File: src/rtl/core/ipv4hc_pkg.sv
// ipv4hc_pkg: shared types and constants for the ipv4 receive header check
// used by ipv4_receive_header_check and its checker; no dependencies
`default_nettype none

package ipv4hc_pkg;

    localparam int unsigned COUNT_W     = 17;
    localparam int unsigned IN_TDATA_W  = 8;
    localparam int unsigned OUT_TDATA_W = 64;
    localparam int unsigned PADDR_W     = 3;

    localparam logic [COUNT_W-1:0] COUNT_LIMIT      = 17'h10000;
    localparam logic [COUNT_W-1:0] MIN_HEADER_BYTES = 17'd20;
    localparam logic [5:0]         MIN_HEADER_6     = 6'd20;
    localparam logic [15:0]        SUM_GOOD         = 16'hFFFF;
    localparam logic [31:0]        BROADCAST_ADDR   = 32'hFFFFFFFF;
    localparam logic [31:0]        ZERO_ADDR        = 32'h00000000;
    localparam logic [3:0]         IP_VERSION4      = 4'd4;
    localparam logic [3:0]         IHL_MASK         = 4'hF;

    localparam logic [7:0] PROTO_UDP  = 8'd17;
    localparam logic [7:0] PROTO_TCP  = 8'd6;
    localparam logic [7:0] PROTO_ICMP = 8'd1;

    // register index carried in paddr[2]
    localparam logic REG_LOCAL_ADDRESS = 1'b0;

    // byte offsets in the header
    localparam logic [COUNT_W-1:0] OFS_VER_IHL   = 17'd0;
    localparam logic [COUNT_W-1:0] OFS_LEN_HI    = 17'd2;
    localparam logic [COUNT_W-1:0] OFS_LEN_LO    = 17'd3;
    localparam logic [COUNT_W-1:0] OFS_PROTOCOL  = 17'd9;
    localparam logic [COUNT_W-1:0] OFS_SRC_FIRST = 17'd12;
    localparam logic [COUNT_W-1:0] OFS_SRC_LAST  = 17'd15;
    localparam logic [COUNT_W-1:0] OFS_DST_FIRST = 17'd16;
    localparam logic [COUNT_W-1:0] OFS_DST_LAST  = 17'd19;

    typedef enum logic [2:0] {
        VERDICT_DELIVER   = 3'd0,
        VERDICT_SHORT     = 3'd1,
        VERDICT_VERSION   = 3'd2,
        VERDICT_IHL       = 3'd3,
        VERDICT_CHECKSUM  = 3'd4,
        VERDICT_TOTAL_LEN = 3'd5,
        VERDICT_NOT_OURS  = 3'd6,
        VERDICT_PROTOCOL  = 3'd7
    } verdict_t;

    typedef enum logic [1:0] {
        CLASS_UDP   = 2'd0,
        CLASS_TCP   = 2'd1,
        CLASS_ICMP  = 2'd2,
        CLASS_OTHER = 2'd3
    } proto_class_t;

    typedef struct packed {
        logic [15:0]  payload_bytes;
        logic [5:0]   header_bytes;
        logic [31:0]  source_address;
        proto_class_t protocol_class;
        verdict_t     verdict;
    } result_t;

    function automatic proto_class_t class_of(input logic [7:0] proto);
        proto_class_t c;
        case (proto)
            PROTO_UDP:  c = CLASS_UDP;
            PROTO_TCP:  c = CLASS_TCP;
            PROTO_ICMP: c = CLASS_ICMP;
            default:    c = CLASS_OTHER;
        endcase
        return c;
    endfunction

endpackage

`default_nettype wire

File: src/rtl/core/ipv4_receive_header_check.sv
// ipv4_receive_header_check: checks an ipv4 header streamed one byte per word
// and gives one verdict word per packet; uses ipv4hc_pkg
// a verdict word is registered in the result register when the last byte leaves the input register
// throughput: one byte per cycle while input is not stalled, set by the single input and result register pair
// a waiting verdict word stalls input only once the next last byte is in the input register
// reset: rst_n asynchronous active low clears packet state, local_address and the valid flags of both registers
`default_nettype none

module ipv4_receive_header_check
    import ipv4hc_pkg::*;
(
    input  wire logic                   clk,
    input  wire logic                   rst_n,
    // input stream
    input  wire logic                   s_tvalid,
    output logic                        s_tready,
    input  wire logic [IN_TDATA_W-1:0]  s_tdata,   // [7:0] data_byte
    input  wire logic                   s_tlast,   // last_byte
    // result stream
    output logic                        m_tvalid,
    input  wire logic                   m_tready,
    // [2:0] verdict, [4:3] protocol_class, [36:5] source_address,
    // [42:37] header_bytes, [58:43] payload_bytes, [63:59] zero
    output logic [OUT_TDATA_W-1:0]      m_tdata,
    // configuration
    input  wire logic                   psel,
    input  wire logic                   penable,
    input  wire logic                   pwrite,
    input  wire logic [PADDR_W-1:0]     paddr,
    input  wire logic [31:0]            pwdata,
    output logic [31:0]                 prdata,
    output logic                        pready
);

    logic [31:0]        local_address_reg;
    logic [7:0]         in_data_reg;
    logic               in_last_reg;
    logic               in_valid_reg;
    logic               out_valid_reg;
    result_t            out_result_reg;
    result_t            result_next;

    logic [COUNT_W-1:0] byte_count_reg, byte_count_next;
    logic [7:0]         ver_ihl_reg, ver_ihl_next;
    logic [15:0]        sum_reg, sum_next;
    logic [7:0]         pending_reg, pending_next;
    logic [15:0]        length_reg, length_next;
    logic [7:0]         protocol_reg, protocol_next;
    logic [31:0]        source_reg, source_next;
    logic [31:0]        dest_reg, dest_next;

    logic               advance;
    logic               step;
    logic [5:0]         hdr;
    logic [16:0]        raw_sum;
    logic               is_ours;
    proto_class_t       pclass;

    assign pready = 1'b1;
    assign prdata = (paddr[2] == REG_LOCAL_ADDRESS) ? local_address_reg : 32'h0;

    always_ff @(posedge clk or negedge rst_n)
    begin
        if (!rst_n)
            local_address_reg <= 32'h0;
        else if (psel && penable && pwrite && pready && paddr[2] == REG_LOCAL_ADDRESS)
            local_address_reg <= pwdata;
    end

    // input register moves on unless it holds a last byte and the result slot is full and m_tready is low
    assign advance  = !in_last_reg || !out_valid_reg || m_tready;
    assign s_tready = !in_valid_reg || advance;
    assign step     = in_valid_reg && advance;

    always_ff @(posedge clk or negedge rst_n)
    begin
        if (!rst_n)
        begin
            in_valid_reg <= 1'b0;
            in_last_reg  <= 1'b0;
        end
        else if (s_tvalid && s_tready)
        begin
            in_valid_reg <= 1'b1;
            in_last_reg  <= s_tlast;
        end
        else if (advance)
        begin
            in_valid_reg <= 1'b0;
        end
    end

    always_ff @(posedge clk)
    begin
        if (s_tvalid && s_tready)
            in_data_reg <= s_tdata;
    end

    // per byte field capture and checksum
    always_comb
    begin
        ver_ihl_next  = (byte_count_reg == OFS_VER_IHL) ? in_data_reg : ver_ihl_reg;
        hdr           = {ver_ihl_next[3:0] & IHL_MASK, 2'b00};
        sum_next      = sum_reg;
        pending_next  = pending_reg;
        raw_sum       = {1'b0, sum_reg} + {1'b0, pending_reg, in_data_reg};
        if (byte_count_reg < {11'd0, hdr})
        begin
            if (!byte_count_reg[0])
                pending_next = in_data_reg;
            else
                sum_next = raw_sum[15:0] + {15'd0, raw_sum[16]};
        end

        length_next   = length_reg;
        protocol_next = protocol_reg;
        source_next   = source_reg;
        dest_next     = dest_reg;
        if (byte_count_reg == OFS_LEN_HI)
            length_next = {in_data_reg, length_reg[7:0]};
        else if (byte_count_reg == OFS_LEN_LO)
            length_next = {length_reg[15:8], in_data_reg};
        else if (byte_count_reg == OFS_PROTOCOL)
            protocol_next = in_data_reg;
        else if (byte_count_reg >= OFS_SRC_FIRST && byte_count_reg <= OFS_SRC_LAST)
            source_next = {source_reg[23:0], in_data_reg};
        else if (byte_count_reg >= OFS_DST_FIRST && byte_count_reg <= OFS_DST_LAST)
            dest_next = {dest_reg[23:0], in_data_reg};

        byte_count_next = (byte_count_reg < COUNT_LIMIT) ? byte_count_reg + 17'd1
                                                          : byte_count_reg;
    end

    // verdict from the state including the final byte
    always_comb
    begin
        pclass  = class_of(protocol_next);
        is_ours = (dest_next == local_address_reg) || (dest_next == BROADCAST_ADDR)
                  || (local_address_reg == ZERO_ADDR);

        if (byte_count_next < MIN_HEADER_BYTES)
            result_next.verdict = VERDICT_SHORT;
        else if (ver_ihl_next[7:4] != IP_VERSION4)
            result_next.verdict = VERDICT_VERSION;
        else if (hdr < MIN_HEADER_6 || {11'd0, hdr} > byte_count_next)
            result_next.verdict = VERDICT_IHL;
        else if (sum_next != SUM_GOOD)
            result_next.verdict = VERDICT_CHECKSUM;
        else if ({1'b0, length_next} > byte_count_next || length_next < {10'd0, hdr})
            result_next.verdict = VERDICT_TOTAL_LEN;
        else if (!is_ours)
            result_next.verdict = VERDICT_NOT_OURS;
        else if (pclass == CLASS_OTHER)
            result_next.verdict = VERDICT_PROTOCOL;
        else
            result_next.verdict = VERDICT_DELIVER;

        result_next.protocol_class = pclass;
        result_next.source_address = source_next;
        result_next.header_bytes   = hdr;
        result_next.payload_bytes  = (length_next >= {10'd0, hdr})
                                     ? length_next - {10'd0, hdr} : 16'd0;
    end

    always_ff @(posedge clk or negedge rst_n)
    begin
        if (!rst_n)
        begin
            byte_count_reg <= '0;
            ver_ihl_reg    <= '0;
            sum_reg        <= '0;
            pending_reg    <= '0;
            length_reg     <= '0;
            protocol_reg   <= '0;
            source_reg     <= '0;
            dest_reg       <= '0;
        end
        else if (step && in_last_reg)
        begin
            byte_count_reg <= '0;
            ver_ihl_reg    <= '0;
            sum_reg        <= '0;
            pending_reg    <= '0;
            length_reg     <= '0;
            protocol_reg   <= '0;
            source_reg     <= '0;
            dest_reg       <= '0;
        end
        else if (step)
        begin
            byte_count_reg <= byte_count_next;
            ver_ihl_reg    <= ver_ihl_next;
            sum_reg        <= sum_next;
            pending_reg    <= pending_next;
            length_reg     <= length_next;
            protocol_reg   <= protocol_next;
            source_reg     <= source_next;
            dest_reg       <= dest_next;
        end
    end

    always_ff @(posedge clk or negedge rst_n)
    begin
        if (!rst_n)
            out_valid_reg <= 1'b0;
        else if (step && in_last_reg)
            out_valid_reg <= 1'b1;
        else if (m_tready)
            out_valid_reg <= 1'b0;
    end

    always_ff @(posedge clk)
    begin
        if (step && in_last_reg)
            out_result_reg <= result_next;
    end

    assign m_tvalid = out_valid_reg;
    assign m_tdata  = {{(OUT_TDATA_W - $bits(result_t)){1'b0}}, out_result_reg};

endmodule

`default_nettype wire

File: config.mk
export PLATFORM = sky130hd
export DESIGN_NAME = ipv4_receive_header_check
export DESIGN_NICKNAME = d
export VERILOG_FILES = /design/src/rtl/core/ipv4hc_pkg.sv /design/src/rtl/core/ipv4_receive_header_check.sv
export SDC_FILE = /design/constraint.sdc
export NUM_CORES = 1
export LEC_CHECK = 0
export BUFFER_PORTS_ARGS = -buffer_cell sky130_fd_sc_hd__buf_2
export CAP_MARGIN = 20
export CORE_MARGIN = 3
export CORE_UTILIZATION = 59
export DETAILED_ROUTE_END_ITERATION = 10
export PLACE_DENSITY = 0.9
export SKIP_CTS_REPAIR_TIMING = 1
export SYNTH_ARGS = -nofsm -noshare
export SYNTH_HDL_FRONTEND = slang
export SYNTH_SLANG_ARGS = --single-unit
File: constraint.sdc
create_clock -name clk -period 5.15 [get_ports clk]
set_input_delay 0.2575 -clock clk [delete_from_list [all_inputs] [get_ports clk]]
set_output_delay 0.2575 -clock clk [all_outputs]
set_load 0.02 [all_outputs]
==> qor.tcl <==
set qor(synthesis.area_per_instance_sq_um) 10.80
set qor(path_class) {reg2reg}
set qor(clkTransAtPathRegs_ns) 0.07
set qor(power-per-cell-area_nw_per_um2) 454.3
set qor(overall_overflow_remaining_after_global_route) 0
set qor(multiInputGateArea_sq_um) 6603
set qor(drt-pass1-iter-count) 6
set qor(run_status) {finished, violations left}
set qor(syn_inst) 1221
set qor(violation_count_after_the_first_detailed_routing_iteration) 1345
set qor(min-delay-path-class) {in2reg}
set qor(regToRegStartpoint) {in_data_reg[0]}
set qor(dr_total_vias) 11160
set qor(route.detailed.vias_per_inst) 6.532
set qor(die_x_um) 155.5
set qor(place_congestion) 0.9807
set qor(unrepaired_setup_endpoints_after_global_routing) {true}
set qor(share_of_the_core_filled_with_cells_pct) 71.20
set qor(seq_area_sq_um) 6256
set qor(final_hold_vios) 0
set qor(crit_path_max_fanout) 3
set qor(cp_slowest_cell) {edfxtp_1}
set qor(core_outline_area_sq_um) 21890
set qor(ys_warn_count) 0
set qor(final.min_clock_period_ns) 5.153
set qor(cp_launch_point) {in_data_reg[0]}
set qor(slew_headroom_pct) 27.21
set qor(mappedNetlistArea_sq_um) 13190
set qor(row_count) 54
set qor(grt_max_degree) 85
set qor(vias_in_the_first_global_route) 10720
set qor(critical_path.max_stage_delay_ns) 0.45
set qor(io_pins) 150
set qor(die_area_sq_um) 24180
set qor(final_setup_margin_ns) -0.003412
set qor(ant_nets) 0
set qor(chipHeight_um) 155.5
set qor(place_hpwl_mm) 24.21
set qor(dpl_cell_area_sq_um) 14210
set qor(cell_at_the_root_of_the_clock_tree) {clkbuf_16}
set qor(detail_route.wirelength_mm) 38.04
set qor(worst_pin_slew_ns) 1.092
set qor(clock_latency_ns) 0.54
set qor(setup_violations) 2
set qor(asyncSetResetFlopFracSynth_pct) 72.57
set qor(crit_chain) {ha_4, fa_2, a211o_1, a221o_1, a2111oi_4, o31ai_2, a21oi_2, nor2b_1, o21ai_1, nand2b_1, ha_2, ha_4, xor2_2, nand3_2, nor4bb_2, and4b_1, or3b_4, a2111oi_4, a41o_1}
set qor(cts-buffers-inserted) 26
set qor(h-tree-depth) 1
set qor(number_of_clock_sinks) 237
set qor(port_buffers) 139
set qor(sort_of_element_at_the_end_of_the_critical_path) {register}
set qor(synth-seq-area-share_pct) 47.43
set qor(final.fill_count) 1461
set qor(ys_seq_elements) 237
set qor(place_inst) 1610
set qor(worst_ep_arrival_time_ns) 5.56
set qor(maxcap_viol_count) 0
set qor(grt_use_total_pct) 28.86
set qor(finish.instance_area_sq_um) 15590
set qor(largest_reg_flops) 57
set qor(effective_utilization_at_floorplan_pct) 60.25
set qor(maxClockFrequency_ghz) 0.1940
set qor(drt_drc_violations_left) 0
set qor(cts_tree) {built}
set qor(ctsLongestPathBuffers) 3
set qor(leakage_nw) 6.992
set qor(grt_first_pass_wirelength_mm) 56.78
set qor(final.period_utilization_pct) 100.1
set qor(antenna_found_initial) 1
set qor(finalNonFillerCells) 1708
set qor(critPathRequiredTime_ns) 5.55
set qor(layout.nets) 1510
set qor(peakVddDrop_mv) 0.2719
set qor(ys_types) 84
set qor(fin_skew_ns) 0.01342
set qor(finalPower_mw) 7.082
set qor(number_of_synthesized_flops_with_an_enable_pin) 65
set qor(start_kind) {register}
set qor(failing_checks) {setup timing}
set qor(layout-drive-gt1-share_pct) 22.07
set qor(synth-main-ff-cell) {dfrtp_1}
set qor(wl_per_cell_um) 22.27
set qor(maxSlewViolCount) 0
set qor(timing.hold.worst.start) {s_tlast}
set qor(synth_to_layout_area_growth_pct) 18.19
-- placed cells by master (no fill, tap or decap), types with 26 or more instances in the layout --
cell,synthesis,final
dfrtp_1,172,172
buf_2,4,138
nand2_1,89,88
a22o_1,80,80
mux2_2,68,68
o21ai_0,68,67
edfxtp_1,65,65
nor2_1,65,63
xnor2_1,61,61
ha_1,50,46
inv_1,45,45
dlygate4sd3_1,0,43
nor2b_1,37,37
nand4_1,36,36
buf_4,8,34
mux2i_1,33,33
clkbuf_16,0,26
-- where the power goes --
group,internal (mW),switching [mW]
logic,1.08,1.65
registers,2.26,0.262
clock network,1.05,0.772
total,4.39,2.69
-- synth_stat cells, types with 7 or more instances --
cell type	count	area, sq um
nor4_1	22	137.6
or3_1	7	43.79
ha_1	50	625.6
o21ai_0	68	340.3
edfxtp_1	65	1952
nand2_1	89	334.1
nor2_1	65	244.0
mux2_2	68	765.7
o22ai_1	9	56.30
nor3_1	15	75.07
nor2b_1	37	231.5
buf_4	8	60.06
xnor2_1	61	534.3
a22o_1	80	700.7
clkbuf_1	46	172.7
nand2b_1	9	56.30
o211ai_1	10	75.07
dfrtp_1	172	4304
xor2_1	23	201.4
a21o_1	11	82.58
mux2i_1	33	330.3
nand4_1	36	225.2
and2_1	10	62.56
nand3_1	19	95.09
a21oi_1	22	110.1
or2_2	7	43.79
and3_1	14	87.58
inv_1	45	168.9
-- per-layer routing --
layer	part of all wire (%)	GRT usage (%)	wire length, um
met4	4.9	10.25	1867
met2	49	48.31	18470
met1	39	38.86	14660
met3	8.0	4.006	3043
met5	0	0	0
-- critical path, delay by kind of cell (launching register included) --
kind	cells	cell delay [ns]
DFF	1	0.45
and+or+nand+nor	6	1.24
xor gates and xnor gates	1	0.20
AOI/OAI and AO/OA	8	2.16
adders and majority gates	4	0.95
-- kinds of logic after synthesis --
logic type                 count (synthesis)  synth area share [%]
adders and majority gates                 52                 5.047
other                                      2               0.05694
AOI/OAI and AO/OA                        266                 14.88
muxes                                    101                 8.310
DFF                                      237                 47.43
and+or+nand+nor                          366                 14.93
buffers and inverters                    110                 3.396
xor gates and xnor gates                  87                 5.948
-- cell type report --
type,count,area share [%]
Antenna cell,1,0.01605
Tap cell,280,2.248
Sequential cell,237,40.13
Timing Repair Buffer,216,8.902
Clock inverter,10,0.7064
Multi-Input combinational cell,880,42.36
Inverter,46,1.108
Clock buffer,38,4.527
-- through the flow --
step | setup WS (ns) | setup TNS [ns] | hold WS [ns]
5_1_grt | -0.1900 | -0.5203 | 0.02213
3_3_place_gp | 0.1310 | 0 | 0.3342
3_5_place_dp | -0.08804 | -0.1702 | 0.3447
4_1_cts | -0.1174 | -0.2322 | -0.2081
6_report | -0.003412 | -0.003548 | 0.01197
2_1_floorplan | 0.4199 | 0 | -0.03809
-- final timing paths --
| path | cells past startpoint | slack (ns) | endpoint |
|---|---|---|---|
| max reg2reg | 19 | -0.003 | m_tdata[0] |
| max | 19 | -0.003 | m_tdata[0] |
| min in group asynchronous | 2 | 0.32 | local_address_reg[20] |
| min reg2reg | 2 | 0.48 | length_reg[9] |
| min | 2 | 0.01 | in_last_reg |
| max in group asynchronous | 3 | 3.53 | sum_reg[8] |
No activity file was read; power rests on OpenSTA's default activity.
